`src/sv/pcf_pkg.sv`:
```
`default_nettype none
package pcf_pkg;
  localparam int MAX_POINTS = 64;
  localparam int PT_AW      = $clog2(MAX_POINTS);
  localparam int CNT_W      = $clog2(MAX_POINTS + 1);
  localparam int COORD_W    = 26;
  localparam int DIFF_W     = COORD_W + 1;
  localparam int PROD_W     = 2 * DIFF_W;
  localparam int SQ_W       = PROD_W + 1;
  localparam int SUM_W      = COORD_W + PT_AW;
  localparam int NUM_W      = SUM_W + 1;
  localparam int DEN_W      = CNT_W + 1;
  localparam int DIV_STEP_W = $clog2(NUM_W);
  localparam int MD_W       = 16;
  localparam int REACH_W    = MD_W + 1;
  localparam int REACH2_W   = 2 * REACH_W;
  localparam int LIM2_W     = 2 * MD_W;
  localparam int MC_W       = 7;
  localparam int CFG_IDX_W  = 1;
  localparam int CLOSE_LIMIT = 16;

  localparam logic [CFG_IDX_W-1:0] CFG_MAX_DIST  = 1'b0;
  localparam logic [CFG_IDX_W-1:0] CFG_MIN_COUNT = 1'b1;

  localparam logic [MD_W-1:0] MAX_DIST_RST  = 16'd128;
  localparam logic [MC_W-1:0] MIN_COUNT_RST = 7'd4;

  typedef logic signed [COORD_W-1:0] coord_t;

  typedef enum logic [4:0] {
    ST_LOAD, ST_INIT, ST_I_RD, ST_I_LD,
    ST_P1_RD, ST_P1_SQ, ST_P1_WAIT, ST_P1_END,
    ST_DIVX, ST_DIVX_W, ST_DIVZ, ST_DIVZ_W,
    ST_P2_RD, ST_P2_SQ, ST_P2_WAIT,
    ST_P3_RD, ST_P3_CMP, ST_NEXT_I,
    ST_EM_RD, ST_EM_LD, ST_EM_HOLD
  } state_t;
endpackage
`default_nettype wire

```
`src/sv/pcf_sqdist.sv`:
```
`default_nettype none
module pcf_sqdist (
  input  wire logic                        clk,
  input  wire logic                        rst_n,
  input  wire logic                        start,
  input  wire pcf_pkg::coord_t             ax,
  input  wire pcf_pkg::coord_t             az,
  input  wire pcf_pkg::coord_t             bx,
  input  wire pcf_pkg::coord_t             bz,
  output logic                             done,
  output logic [pcf_pkg::SQ_W-1:0]         sq
);
  logic signed [pcf_pkg::DIFF_W-1:0] dx, dz;
  logic [pcf_pkg::DIFF_W-1:0]        absx_r, absz_r, mul_op;
  logic [pcf_pkg::PROD_W-1:0]        prod, px_r, pz_r;
  logic                              v1_r, v2_r, v3_r;
  logic [pcf_pkg::SQ_W-1:0]          sq_r;
  logic                              done_r;

  function automatic logic [pcf_pkg::DIFF_W-1:0] DIFF_W_neg(
      input logic [pcf_pkg::DIFF_W-1:0] v);
    return ~v + 1'b1;
  endfunction

  assign dx = pcf_pkg::DIFF_W'(ax) - pcf_pkg::DIFF_W'(bx);
  assign dz = pcf_pkg::DIFF_W'(az) - pcf_pkg::DIFF_W'(bz);

  // one shared multiplier: x on the first step, z on the second
  assign mul_op = v1_r ? absx_r : absz_r;
  assign prod   = pcf_pkg::PROD_W'(mul_op) * pcf_pkg::PROD_W'(mul_op);

  always_ff @(posedge clk) begin
    if (!rst_n) begin
      v1_r <= 1'b0;
      v2_r <= 1'b0;
      v3_r <= 1'b0;
    end else begin
      v1_r <= start;
      v2_r <= v1_r;
      v3_r <= v2_r;
    end
  end

  always_ff @(posedge clk) begin
    if (start) begin
      absx_r <= dx[pcf_pkg::DIFF_W-1] ? DIFF_W_neg(dx) : dx;
      absz_r <= dz[pcf_pkg::DIFF_W-1] ? DIFF_W_neg(dz) : dz;
    end
    if (v1_r) px_r <= prod;
    if (v2_r) pz_r <= prod;
    if (v3_r) sq_r <= pcf_pkg::SQ_W'(px_r) + pcf_pkg::SQ_W'(pz_r);
  end

  always_ff @(posedge clk) begin
    if (!rst_n) done_r <= 1'b0;
    else        done_r <= v3_r;
  end

  assign done = done_r;
  assign sq   = sq_r;
endmodule
`default_nettype wire

```
`config.mk`:
```
export PLATFORM = sky130hd
export DESIGN_NAME = pcf_sqdist
export DESIGN_NICKNAME = d
export VERILOG_FILES = /design/src/sv/pcf_pkg.sv /design/src/sv/pcf_sqdist.sv
export SDC_FILE = /design/constraint.sdc
export NUM_CORES = 2
export LEC_CHECK = 0
export BUFFER_PORTS_ARGS = -buffer_cell sky130_fd_sc_hd__buf_2
export CORE_AREA = 10 10 445 274
export CTS_CLUSTER_SIZE = 24
export DETAILED_ROUTE_END_ITERATION = 8
export DIE_AREA = 0 0 455 284
export GPL_ROUTABILITY_DRIVEN = 1
export GPL_TIMING_DRIVEN = 0
export PLACE_DENSITY_LB_ADDON = 0.25
export SYNTH_ARGS = -nofsm -noshare
export SYNTH_HDL_FRONTEND = slang
export SYNTH_SLANG_ARGS = --single-unit
```
`constraint.sdc`:
```
create_clock -name clk -period 9.35 [get_ports clk]
set_input_delay 0 -clock clk [delete_from_list [all_inputs] [get_ports clk]]
set_output_delay 0 -clock clk [all_outputs]
set_load 0.005 [all_outputs]
```
==> flow_results.org <==
** Status
- Run status :: completed

** Critical path
- Arrival time of data at the critical path endpoint :: 9540 ps
- In this design, the stage delay of the slowest critical-path cell is roughly 630 ps.
- Among cell families on the critical path, the largest total delay comes from adder cells.
- Startpoint-to-endpoint class of the critical path :: reg -> reg
- Required time at the endpoint of the critical path :: a little under 10000 ps
- The slowest stage of the critical path is the sky130_fd_sc_hd__clkbuf_1 cell.
- Top fanout value on the critical path :: 10
- Cell repeated most along the worst path :: sky130_fd_sc_hd__fa_1
- Buf/Inv on CP :: 6
- Cells along the critical path :: clkbuf_4 -> mux2_2 -> inv_1 -> clkbuf_1 -> nor2_1 -> fa_1 -> fa_1 -> fa_1 -> fa_1 -> fa_1 -> fa_1 -> inv_1 -> fa_1 -> inv_1 -> ha_1 -> nand4_1 -> nand4b_1 -> inv_1 -> a21oi_1 -> o21ai_0 -> a41oi_1 -> a41oi_1 -> xor2_1
- Worst setup EP type :: register
- Type of origin of the critical path :: register

** Yosys
- Counting flops with a built-in enable in the synthesized netlist gives 215.
- Simple logic cell fraction of the synthesized area :: 10.6%
- Per-instance average area after synthesis :: 9.54 µm²
- Synthesized area :: roughly 0.034 mm²
- In the synthesized netlist, the number of instances is 3542.
- Unique cell type count in the Yosys netlist :: 77
- Fraction of registers with async set or reset after synthesis :: 0%
- The most used flip-flop cell after synthesis is sky130_fd_sc_hd__edfxtp_1.
- Number of warnings reported in the yosys synthesis log :: 0
- Main combinational cell family by area after synthesis :: adder cells
- Post-synthesis sequential area ratio :: 19.3%
- Xor and xnor area share after synthesis :: 4.72%
- Post-synthesis net count :: 4503
- Mux share of post-synthesis cell area :: between 1 and 1.5%
- Number of storage elements in the synthesis netlist :: 219
- After Yosys synthesis, full adders, half adders and majority gates account for 43.9% of the synthesized area.
- Compound-Gate Fraction of Synth Area :: 9.60%

** Floorplanning
- DIE HEIGHT :: around 280 µm
- Die extent in x :: 455 µm
- The floorplan step defined a die boundary enclosing 0.129 mm².
- The total area inside the core boundary comes to 0.114 mm².
- Std cell rows :: 96
- Io pins :: 163
- Initial Util :: approximately 30%

** Clock network
- Clock tree buffer depth :: 3
- Clock tree synthesis inserted a total of 24 buffers.
- Clk_lat worst skew :: 570 ps
- Num Clock Sinks :: 219
- Clock-pin slew was measured on the worst setup and hold paths at 70 ps.
- TritonCTS built the clock tree.
- The cell sitting at the root of the clock tree is a sky130_fd_sc_hd__clkbuf_16.
- In this run the number of H-tree levels came out at 1.

** STA
- The total count of max-transition violations in the final report is 0.
- The worst path needs 9160 ps of the cycle, external delays included.
- Setup repair after global routing missed its margin :: yes
- The count of final hold-check violations came to 0.
- Final setup margin :: 193 ps
- Dividing the final minimum period by the clock period gives 97.9%.
- Across the routed clock network, the largest skew measured is around 16 ps.
- Timing would allow up to between 100 and 150 MHz.
- Measured against its own limit, the worst slew margin works out to 16.6%.
- Final number of setup-violating endpoints :: 0
- Final hold analysis gives a worst-case slack of 55.3 ps.
- At the pin with the least slew margin, the transition time is 1250 ps.

** GRT
- Initial antenna violation count :: 5
- Across every metal layer, demand over resource in global routing totals 15.6%.
- Remaining Overflow, GRT :: 0
- Entering global routing, the biggest net connects between 50 and 60 pins.
- The first global-routing pass estimated 157 mm of wire.
- Via count of the first global-routing pass :: 25.7k

** Cells and area
- The post-route netlist has approximately 8.9% of its cells at a drive strength greater than 1.
- Measured on the finished design, the core utilization comes to 33.3%.
- Area growth syn-to-layout :: 11.8%
- The filler cells instantiated in the layout total 11.8k.
- The finished layout holds around 5.3k standard cells, fillers aside.
- In the final design database the tool counted 4705 nets.

** Detailed routing
- Number of design-rule violations left by the first detailed-router iteration :: 2055
- Post-detailed-route via-to-cell ratio :: 4.71
- WL final :: 101 mm
- WL met3 :: 8.61 mm
- For this block, wires on met1 add up to 51.3 mm.
- Count of unresolved DRC violations after routing :: 0
- Highest Signal Layer :: met5
- After detailed routing, the met2 layer carries 38.8 mm of wire.
- After detailed routing, the average wire length per cell comes to around 19 µm.
- Remaining number of nets flagged by the antenna check after routing :: 0
- Count of TritonRoute iterations in the first routing pass :: 5
- Detailed-route via count :: 24.9k

** Placement
- At the placement stage, the worst setup path has a slack of -1670 ps.
- Total placed cells including tap cells :: 5229
- Dpl hpwl :: 84.4 mm
- IO Port Bufs :: 162
- Gpl congestion :: 0.942

** Worst hold path
- The worst hold path belongs to the class in -> reg.

** Job
- The tool flagged a number of max-cap violations equal to 0.
path summary, 6_finish.rpt:
path            from         to  slack, ps  cells after the start
max             v1_r   pz_r[46]        190                     23
max reg2reg     v1_r   pz_r[46]        190                     23
min reg2reg  pz_r[0]      sq[0]        540                      1
min            az[0]  absz_r[0]         60                      4
cell type report:
type                       instances  area [µm²]  area share [%]
sequential                       219        6550            17.3
tap                             1519        1900            5.03
clock inverter                    17         189           0.500
buffer                            97         469            1.24
multi-input combinational       2369       23800            63.0
antenna                            4        10.0          0.0265
clock buffer                      27         653            1.73
inverter                         856        3230            8.53
timing repair buffer             177        1010            2.67
worst reg2reg max path, cell delays in order (launching register included):
cell and delay, ps:
sky130_fd_sc_hd__dfxtp_4 460, sky130_fd_sc_hd__clkbuf_4 330, sky130_fd_sc_hd__mux2_2 500, sky130_fd_sc_hd__inv_1 190
sky130_fd_sc_hd__clkbuf_1 630, sky130_fd_sc_hd__nor2_1 170, sky130_fd_sc_hd__fa_1 520, sky130_fd_sc_hd__fa_1 490
sky130_fd_sc_hd__fa_1 520, sky130_fd_sc_hd__fa_1 580, sky130_fd_sc_hd__fa_1 450, sky130_fd_sc_hd__fa_1 580
sky130_fd_sc_hd__inv_1 80, sky130_fd_sc_hd__fa_1 490, sky130_fd_sc_hd__inv_1 50, sky130_fd_sc_hd__ha_1 430
sky130_fd_sc_hd__nand4_1 300, sky130_fd_sc_hd__nand4b_1 280, sky130_fd_sc_hd__inv_1 180, sky130_fd_sc_hd__a21oi_1 150
sky130_fd_sc_hd__o21ai_0 600, sky130_fd_sc_hd__a41oi_1 380, sky130_fd_sc_hd__a41oi_1 340, sky130_fd_sc_hd__xor2_1 270
Yosys cell counts (21+ instances only):
cell type	n	area (µm²)
sky130_fd_sc_hd__inv_1	853	3200
sky130_fd_sc_hd__fa_1	554	11100
sky130_fd_sc_hd__nand2_1	306	1150
sky130_fd_sc_hd__ha_1	300	3750
sky130_fd_sc_hd__nor2_1	282	1060
sky130_fd_sc_hd__edfxtp_1	215	6460
sky130_fd_sc_hd__a21oi_1	133	666
sky130_fd_sc_hd__xnor2_1	121	1060
sky130_fd_sc_hd__o21ai_0	83	415
sky130_fd_sc_hd__clkbuf_1	79	297
sky130_fd_sc_hd__a21o_1	72	541
sky130_fd_sc_hd__xor2_1	61	534
sky130_fd_sc_hd__nand3_1	36	180
sky130_fd_sc_hd__nor3_1	35	175
sky130_fd_sc_hd__nand4_1	26	163
sky130_fd_sc_hd__and3_1	23	144
sky130_fd_sc_hd__o211ai_1	23	173
sky130_fd_sc_hd__mux2_2	21	236
sky130_fd_sc_hd__nor2b_1	21	131
state kept, by name (all words and copies together), names as in the netlist:
| name | count |
|---|---|
| absx_r | 27 |
| absz_r | 27 |
| done | 1 |
| px_r | 53 |
| pz_r | 53 |
| sq | 55 |
| v1_r | 1 |
| v2_r | 1 |
| v3_r | 1 |
kinds of logic (layout without fill, tap and decap cells):
family	after synthesis	after routing
AO/OA/AOI/OAI	487	487
XOR/XNOR	182	182
adder cells (fa/ha/maj)	854	854
buffers and inverters	954	1174
flip-flops	219	219
multiplexers	37	37
other	0	4
AND/OR/NAND/NOR	809	809
what timing repair did:
action,4_1_cts,5_1_grt
pin swaps,1,2
endpoints found under the hold margin,6,0
gates resized for setup,60,22
setup endpoints to repair,60,18
hold buffers,4,0
buffers inserted,1,4
gates cloned,0,0
metal layers:
metal	global-route usage (%)	vias up
li1	-	11700
met1	24.5	12300
met2	21.4	806
met3	3.97	107
met4	2.31	6
met5	0.267	-
layout by cell type (no fill, tap or decap), drive strengths merged, types with 15 or more instances in the layout:
cell type and count:
o211ai 23, ha 300, nand2 306, o21bai 16, and3 24, fa 554
a21o 72, and2 15, xnor2 121, nor2 282, inv 855, nor3 35
xor2 61, mux2 21, clkbuf 102, o21ai 87, nand4 26, edfxtp 215
a211oi 19, mux2i 16, a31oi 20, nand3 36, a21oi 134, buf 191
nor2b 21, o21a 19
stage by stage:
stage	area (µm²)	setup TNS, ps
4_1_cts	37700	0
2_1_floorplan	33800	0
6_report	37800	0
3_3_place_gp	36500	-257060
5_1_grt	37800	-11.6
3_5_place_dp	36700	-49520
Power is left out: the tool's default activity adds up to more than one toggle a clock period on the data nets, which glitch-free logic cannot reach.
