**config.mk**
```make
export PLATFORM = sky130hd
export DESIGN_NAME = pcf_divider
export DESIGN_NICKNAME = d
export VERILOG_FILES = /design/src/sv/pcf_pkg.sv /design/src/sv/pcf_divider.sv
export SDC_FILE = /design/constraint.sdc
export NUM_CORES = 1
export LEC_CHECK = 0
export ABC_AREA = 1
export BUFFER_PORTS_ARGS = -buffer_cell sky130_fd_sc_hd__buf_4
export CAP_MARGIN = 10
export CORE_UTILIZATION = 42
export DETAILED_ROUTE_END_ITERATION = 16
export GPL_TIMING_DRIVEN = 0
export SLEW_MARGIN = 20
export SYNTH_ARGS = -nofsm -noshare
export SYNTH_HDL_FRONTEND = slang
export SYNTH_SLANG_ARGS = --single-unit
export TNS_END_PERCENT = 30
```
**constraint.sdc**
```tcl
create_clock -name clk -period 3.6 [get_ports clk]
set_input_delay 0.18 -clock clk [delete_from_list [all_inputs] [get_ports clk]]
set_output_delay 0.18 -clock clk [all_outputs]
set_load 0.01 [all_outputs]
```
**src/sv/pcf_pkg.sv**
```systemverilog
`default_nettype none
package pcf_pkg;
  localparam int MAX_POINTS = 64;
  localparam int PT_AW      = $clog2(MAX_POINTS);
  localparam int CNT_W      = $clog2(MAX_POINTS + 1);
  localparam int COORD_W    = 26;
  localparam int DIFF_W     = COORD_W + 1;
  localparam int PROD_W     = 2 * DIFF_W;
  localparam int SQ_W       = PROD_W + 1;
  localparam int SUM_W      = COORD_W + PT_AW;
  localparam int NUM_W      = SUM_W + 1;
  localparam int DEN_W      = CNT_W + 1;
  localparam int DIV_STEP_W = $clog2(NUM_W);
  localparam int MD_W       = 16;
  localparam int REACH_W    = MD_W + 1;
  localparam int REACH2_W   = 2 * REACH_W;
  localparam int LIM2_W     = 2 * MD_W;
  localparam int MC_W       = 7;
  localparam int CFG_IDX_W  = 1;
  localparam int CLOSE_LIMIT = 16;

  localparam logic [CFG_IDX_W-1:0] CFG_MAX_DIST  = 1'b0;
  localparam logic [CFG_IDX_W-1:0] CFG_MIN_COUNT = 1'b1;

  localparam logic [MD_W-1:0] MAX_DIST_RST  = 16'd128;
  localparam logic [MC_W-1:0] MIN_COUNT_RST = 7'd4;

  typedef logic signed [COORD_W-1:0] coord_t;

  typedef enum logic [4:0] {
    ST_LOAD, ST_INIT, ST_I_RD, ST_I_LD,
    ST_P1_RD, ST_P1_SQ, ST_P1_WAIT, ST_P1_END,
    ST_DIVX, ST_DIVX_W, ST_DIVZ, ST_DIVZ_W,
    ST_P2_RD, ST_P2_SQ, ST_P2_WAIT,
    ST_P3_RD, ST_P3_CMP, ST_NEXT_I,
    ST_EM_RD, ST_EM_LD, ST_EM_HOLD
  } state_t;
endpackage
`default_nettype wire

```
**src/sv/pcf_divider.sv**
```systemverilog
`default_nettype none
module pcf_divider (
  input  wire logic                             clk,
  input  wire logic                             rst_n,
  input  wire logic                             start,
  input  wire logic signed [pcf_pkg::SUM_W-1:0] sum_i,
  input  wire logic [pcf_pkg::CNT_W-1:0]        cnt_i,
  output logic                                  done,
  output pcf_pkg::coord_t                       mean_o
);
  logic [pcf_pkg::SUM_W-1:0]      abs_sum;
  logic [pcf_pkg::NUM_W-1:0]      numer, num_r;
  logic [pcf_pkg::DEN_W-1:0]      den_r;
  logic [pcf_pkg::DEN_W-1:0]      rem_r;
  logic [pcf_pkg::DEN_W:0]        rem_sh, rem_new;
  logic                           ge;
  logic                           neg_r, busy_r, done_r;
  logic [pcf_pkg::DIV_STEP_W-1:0] step_r;
  logic [pcf_pkg::NUM_W-1:0]      q_fin;
  pcf_pkg::coord_t                mean_r;

  assign abs_sum = sum_i[pcf_pkg::SUM_W-1] ? (~sum_i + 1'b1) : sum_i;
  // round half away from zero: (2|s| + n) / (2n)
  assign numer   = {abs_sum, 1'b0} + pcf_pkg::NUM_W'(cnt_i);

  assign rem_sh  = {rem_r, num_r[pcf_pkg::NUM_W-1]};
  assign ge      = rem_sh >= {1'b0, den_r};
  assign rem_new = ge ? (rem_sh - {1'b0, den_r}) : rem_sh;
  assign q_fin   = {num_r[pcf_pkg::NUM_W-2:0], ge};

  always_ff @(posedge clk) begin
    if (!rst_n) begin
      busy_r <= 1'b0;
      done_r <= 1'b0;
      step_r <= '0;
    end else begin
      done_r <= 1'b0;
      if (start) begin
        busy_r <= 1'b1;
        step_r <= '0;
      end else if (busy_r) begin
        step_r <= step_r + 1'b1;
        if (step_r == pcf_pkg::DIV_STEP_W'(pcf_pkg::NUM_W - 1)) begin
          busy_r <= 1'b0;
          done_r <= 1'b1;
        end
      end
    end
  end

  always_ff @(posedge clk) begin
    if (start) begin
      num_r <= numer;
      den_r <= {cnt_i, 1'b0};
      rem_r <= '0;
      neg_r <= sum_i[pcf_pkg::SUM_W-1];
    end else if (busy_r) begin
      num_r <= q_fin;
      rem_r <= rem_new[pcf_pkg::DEN_W-1:0];
      if (step_r == pcf_pkg::DIV_STEP_W'(pcf_pkg::NUM_W - 1)) begin
        mean_r <= neg_r ? (~q_fin[pcf_pkg::COORD_W-1:0] + 1'b1)
                        : q_fin[pcf_pkg::COORD_W-1:0];
      end
    end
  end

  assign done   = done_r;
  assign mean_o = mean_r;
endmodule
`default_nettype wire

```
==> results.sh, run 1 <==
export IMPL_portBuffers=68
export IMPL_status="complete, no violations"
export IMPL_swShare_pct=30.2
export IMPL_powerDensity_mw_per_mm2=373
export IMPL_antenna_found_initial=0
export IMPL_hpwlAfterDp_microns=11300
export IMPL_synthArstFlopShare_pct=0
export IMPL_synth_area_sq_mm=0.00608
export IMPL_hold_path_class="in2reg"
export IMPL_grt_pass1_vias=4660
export IMPL_synth_edf_count=67
export IMPL_dr_pass1_iters=5
export IMPL_netlist_top_cells_count="205 x nand2_1, 96 x inv_1, 80 x nor2_1"
export IMPL_final_nets=942
export IMPL_p_seq_share_pct=44.3
export IMPL_internal_power_w=0.00187
export IMPL_p_comb_share_pct=21.5
export IMPL_ys_seq_elements=83
export IMPL_min_period_ps=3290
export IMPL_peakVddDrop_v=0.000228
export IMPL_vias_per_cell=4.92
export IMPL_cts_buffer_depth=2
export IMPL_final_cells=1066
export IMPL_die_area_sq_mm=0.0150
export IMPL_cts_root_buffer="clkbuf_16"
export IMPL_yosysSeqAreaShare_pct=38.3
export IMPL_cts_tree="done"
export IMPL_slew_viol_final=0
export IMPL_grt_util_all_layers_pct=19.6
export IMPL_dpl_cell_count=1049
export IMPL_yosysTopAreaCellShare_pct=33.1
export IMPL_area_growth_pct=17.9
export IMPL_rsz0062_at_grt="false"
export IMPL_synth_cell_types=45
export IMPL_avgSynthCellArea_sq_um=7.60
export IMPL_cap_violations=0
export IMPL_numCtsBuffers=9
export IMPL_max_freq_mhz=304
export IMPL_synthCells=800
export IMPL_cp_arrival_ps=3370
export IMPL_skew_ps=15.4
export IMPL_grt_max_degree=34
export IMPL_grt_pass1_wl_microns=22700
export IMPL_dr_first_iter_drc_count=304
export IMPL_setup_slack_ps=310
export IMPL_rows=43
export IMPL_power_switching_w=0.000807
export IMPL_die_h_microns=122
export IMPL_slew_headroom_pct=54.3
export IMPL_clk_insertion_delay_late_ps=340
export IMPL_startpoint_type="register"
export IMPL_synthTopCellsByArea="edfxtp_1 33%, nand2_1 13%, nand3_1 6.3%"
export IMPL_core_area_sq_mm=0.0140
export IMPL_synth_ff_type="edfxtp_1"
export IMPL_post_route_drc_count=0
export IMPL_diodes=0
export IMPL_finalHoldViolCount=0
export IMPL_worstSetupEndpointType="register"
export IMPL_clkPwrFrac_pct=34.2
export IMPL_critPathRequiredTime_ps=3680
export IMPL_place_ws_ps=-76.1
export IMPL_io_pins=69
export IMPL_place_congestion=0.848
export IMPL_yosysWarnings=0
export IMPL_grt_ovfl_total=0
export IMPL_p_total_w=0.00267
export IMPL_power_leakage_nw=3.24
export IMPL_wirelength_microns=13900
export IMPL_htree_levels=3
export IMPL_worst_pin_slew_ps=684
export IMPL_yosysTopAreaCell="edfxtp_1"
export IMPL_finalSetupViolCount=0
export IMPL_die_w_microns=122
export IMPL_syn_nets=861
export IMPL_antenna_left=0
export IMPL_setup_tns_ps=0
export IMPL_critPathMaxFanout=10
export IMPL_via_count=5249
export IMPL_drive_gt1_share_pct=18.2
export IMPL_fin_crit_sh_pct=91.4
export IMPL_initial_core_util_pct=43.5
export IMPL_drt_wirelength_per_cell_microns=13.1
export IMPL_yosys_cell_count_top_type="nand2_1"
export IMPL_clk_pin_slew_ps=70
export IMPL_cts_sinks=83
export IMPL_critPathKind="reg2reg"
## sequential cells by signal, summed over array words and instances, names as in the netlist
signal  cells
rem_r       8
neg_r       1
den_r       7
mean_o     26
done        1
busy_r      1
step_r      6
num_r      33
## logic make-up (layout without fill, tap and decap cells)
kind of cell / count (synthesis) / in the layout / synth area share [%]
AND/OR/NAND/NOR: 450 / 450 / 35.7
buffers and inverters: 118 / 204 / 7.61
AO/OA/AOI/OAI: 91 / 91 / 8.60
flip-flops: 83 / 83 / 38.3
XOR/XNOR: 39 / 39 / 5.62
adder cells (fa/ha/maj): 19 / 19 / 4.15
## repair_timing
item,in CTS,in global routing
resized for setup,1,7
endpoints found under the setup margin,4,5
hold buffers,0,0
endpoints found under the hold margin,0,0
setup buffers,0,1
pin swaps,0,1
## critical path, stage by stage, from the launching register on
cell and delay [ps]:
edfxtp_1 320, inv_1 40, ha_1 360, a21oi_1 150, o21ai_1 120, a21oi_2 180
nor2_1 80, nor2_2 190, buf_6 170, ha_1 140, inv_1 40, nor2_1 130
inv_1 50, nor2_1 160, inv_1 80, nor2_1 120, nand2_1 90, nand2_1 100
o21ai_1 100, inv_1 90, nand2_1 90, nor2_1 130, xor2_1 80
## routing by layer
layer | vias to the layer above | track usage [%] | wire (microns)
met5 | - | 0 | 0
met4 | 0 | 5.79 | 178
met3 | 16 | 3.30 | 638
met2 | 139 | 29.8 | 6050
met1 | 2305 | 28.3 | 7080
li1 | 2789 | - | -
## layout by cell type, fill, tap and decap left out, types with 4 or more instances in the layout
master / netlist / layout
nand4_1: 7 / 7
a21oi_1: 18 / 17
xnor2_1: 11 / 11
edfxtp_1: 67 / 67
o21bai_1: 4 / 4
inv_2: 5 / 5
nor2_2: 8 / 9
clkbuf_1: 9 / 8
nand2_1: 205 / 204
ha_1: 17 / 17
dfxtp_1: 16 / 16
nor3b_1: 5 / 5
clkbuf_16: 0 / 10
nand2_2: 24 / 25
nor3_1: 8 / 8
nand3_4: 4 / 4
o22ai_1: 5 / 5
nand3_1: 76 / 76
nand3b_1: 9 / 9
nor2_1: 80 / 78
buf_4: 5 / 74
o21ai_0: 47 / 46
inv_6: 0 / 4
inv_1: 96 / 96
xor2_1: 28 / 28
nor2_4: 7 / 8
nand2_4: 4 / 4
o21ai_1: 5 / 6
## through the flow
stage,instance area (sq um),hold WS (ps),util (%)
3_3_place_gp,6820,375,48.7
4_1_cts,7150,13.9,51.1
5_1_grt,7170,13.7,51.3
6_report,7170,31.0,51.3
3_5_place_dp,6850,378,49.0
2_1_floorplan,6080,279,-
## worst paths after layout
check / start / depth (start not counted) / end / slack [ps]
worst max-delay path: den_r[4] / 22 / mean_o[24] / 310
worst min-delay path: cnt_i[3] / 1 / den_r[4] / 30
worst max register to register: den_r[4] / 22 / mean_o[24] / 310
worst min register to register: rem_r[7] / 2 / rem_r[7] / 480
## power groups by stage
stage	Combinational, W	Sequential, W	Clock [W]
5_1_grt	0.000655	0.00119	0.000975
6_report	0.000576	0.00118	0.000914
2_1_floorplan	0.000404	0.00119	0
3_5_place_dp	0.000566	0.00120	0
3_3_place_gp	0.000553	0.00120	0
4_1_cts	0.000569	0.00118	0.000934
## final cells by class
type / instances / area, sq um
plain buffers: 15 / 83.8
flip-flops and latches: 83 / 2330
multi-input cells: 599 / 3300
clock inverters: 6 / 50.0
inverters: 103 / 387
clock buffers: 10 / 250
repair buffers: 70 / 538
fillers: 1415 / 6820
well taps: 180 / 225
Note: power is estimated with default switching activity, not from simulation.
==> inputs of run 2 (changes only) <==
==> constraint.sdc (replaced) <==
create_clock -name clk -period 3.6 [get_ports clk]
set_input_delay 0.72 -clock clk [delete_from_list [all_inputs] [get_ports clk]]
set_output_delay 0.72 -clock clk [all_outputs]
set_load 0.01 [all_outputs]
==> run 2 against run 1 <==
  * Core utilization hardly changed
  * First-iteration DRC count is 1.3% higher
  * Setup slack worse by 42 ps
  * Combinational power hardly changed
  * Via count is 0.15% higher
  * Register-to-register slack hardly changed
  * Total power is 0.13% higher
  * Wire length is 0.12% higher
  * Fmax is 1.3% lower
  * Worst hold slack better by 450 ps
  * Largest cell class unchanged
  * Highest routed layer unchanged
==> results.sh, run 2 (synthesis results as in run 1) <==
export IMPL_cap_violations=0
export IMPL_core_area_sq_mm=0.0140
export IMPL_die_area_sq_mm=0.0150
export IMPL_peakVddDrop_v=0.000232
export IMPL_startpoint_type="input pin"
export IMPL_cts_sinks=83
export IMPL_hpwlAfterDp_microns=11300
export IMPL_place_congestion=0.848
export IMPL_grt_pass1_wl_microns=22700
export IMPL_diodes=0
export IMPL_hold_path_class="reg2reg"
export IMPL_die_h_microns=122
export IMPL_grt_ovfl_total=0
export IMPL_place_ws_ps=-166
export IMPL_critPathRequiredTime_ps=3690
export IMPL_grt_util_all_layers_pct=19.6
export IMPL_wirelength_microns=14000
export IMPL_cpMostUsedCell="buf_4"
export IMPL_nFillCells=1415
export IMPL_clk_insertion_delay_late_ps=350
export IMPL_cp_slowest_stage_delay_ps=340
export IMPL_mostFrequentLayoutCells="204 x nand2_1, 96 x inv_1, 78 x nor2_1"
export IMPL_power_leakage_nw=3.25
export IMPL_vias_per_cell=4.93
export IMPL_dpl_cell_count=1049
export IMPL_skew_ps=15.6
export IMPL_cts_buffer_depth=2
export IMPL_antenna_left=0
export IMPL_grt_max_degree=34
export IMPL_status="complete, no violations"
export IMPL_finalSetupViolCount=0
export IMPL_top_usage_layer="met2"
export IMPL_hold_ws_ps=482
export IMPL_critPathKind="in2reg"
export IMPL_grt_pass1_vias=4660
export IMPL_area_growth_pct=18.0
export IMPL_final_cells=1066
export IMPL_final_common_cell="nand2_1"
export IMPL_cts_tree="done"
export IMPL_slew_viol_final=0
export IMPL_slew_headroom_pct=54.3
export IMPL_portBuffers=68
export IMPL_r2r_slack_ps=320
export IMPL_hold_start="rem_r[7]"
export IMPL_via_count=5257
export IMPL_cp_slowest_cell="ha_1"
export IMPL_dr_first_iter_drc_count=308
export IMPL_fin_crit_sh_pct=92.6
export IMPL_powerDensity_mw_per_mm2=373
export IMPL_numCtsBuffers=9
export IMPL_grt_use_met2_pct=29.8
export IMPL_finalHoldViolCount=0
export IMPL_clk_pin_slew_ps=60
export IMPL_initial_core_util_pct=43.5
export IMPL_die_w_microns=122
export IMPL_critPathMaxFanout=10
export IMPL_cp_arrival_ps=3430
export IMPL_dr_pass1_iters=5
export IMPL_worst_r2r_startpoint="den_r[4]"
export IMPL_use_met1_pct=28.3
export IMPL_setup_slack_ps=268
export IMPL_worst_pin_slew_ps=683
export IMPL_gr_usage_met3_pct=3.30
export IMPL_io_pins=69
export IMPL_crit_chain="buf_4 > buf_4 > buf_4 > buf_4 > o21ai_0 > xor2_1 > ha_1 > nand2_1 > nor3b_2 > nor2_1 > a21oi_2 > nand3_4 > nor2_8 > nand3_4 > inv_1 > nand3_1 > nand3_1 > nand2_1"
export IMPL_rsz0062_at_grt="false"
export IMPL_cts_root_buffer="clkbuf_16"
export IMPL_htree_levels=3
export IMPL_startpoint="sum_i[31]"
export IMPL_largest_reg_flops=33
export IMPL_max_freq_mhz=300
export IMPL_drt_wirelength_per_cell_microns=13.1
export IMPL_worstSetupEndpointType="register"
export IMPL_final_util_pct=51.3
export IMPL_largest_register="num_r"
export IMPL_drive_gt1_share_pct=18.3
export IMPL_rows=43
export IMPL_min_period_ps=3330
export IMPL_antenna_found_initial=0
export IMPL_setup_tns_ps=0
export IMPL_final_nets=942
export IMPL_post_route_drc_count=0
## run 2: cell types whose count changed in the layout (fill, tap and decap cells not counted)
cell	before	now
nor3b_2	0	1
nor3b_1	5	4
## run 2: power breakdown
group | internal, W | switching (W) | total (W) | leakage [nW]
sequential | 0.00113 | 0.0000520 | 0.00118 | 0.782
combinational | 0.000215 | 0.000362 | 0.000577 | 2.31
clock | 0.000521 | 0.000397 | 0.000917 | 0.150
## run 2: final cells by class
class	instances	area (sq um)	area share (%)
flip-flops and latches	83	2330	32.5
multi-input cells	599	3310	46.1
inverters	103	387	5.39
plain buffers	15	83.8	1.17
clock buffers	10	250	3.49
clock inverters	6	50.0	0.697
repair buffers	70	538	7.50
well taps	180	225	3.14
## run 2: path summary, 6_finish.rpt
path	depth (start not counted)	endpoint
max	18	num_r[27]
max reg2reg	22	mean_o[24]
min reg2reg	2	rem_r[7]
min	2	rem_r[7]
## run 2: worst max-delay path, delay by kind of cell
family | cells | cell delay (ps)
compound gates | 2 | 320
xor+xnor | 1 | 170
fa+ha+maj | 1 | 340
buf+inv | 5 | 780
simple gates | 9 | 1070
## run 2: metal layers
metal  vias to the layer above  wire length [microns]
met5                         -                      0
met4                         0                    228
met3                        19                    612
met2                       137                   5990
met1                      2312                   7130
li1                       2789                      -
## run 2: what timing repair did
item | in CTS | in global routing
pin swaps | 0 | 1
resized for setup | 1 | 8
setup buffers | 0 | 1
endpoints found under the setup margin | 4 | 9
hold buffers | 0 | 0
## run 2: per-stage QoR
stage / power, W / instance area [sq um]
6_report: 0.00268 / 7180
4_1_cts: 0.00268 / 7150
2_1_floorplan: 0.00159 / 6080
3_3_place_gp: 0.00175 / 6820
5_1_grt: 0.00282 / 7180
3_5_place_dp: 0.00177 / 6850
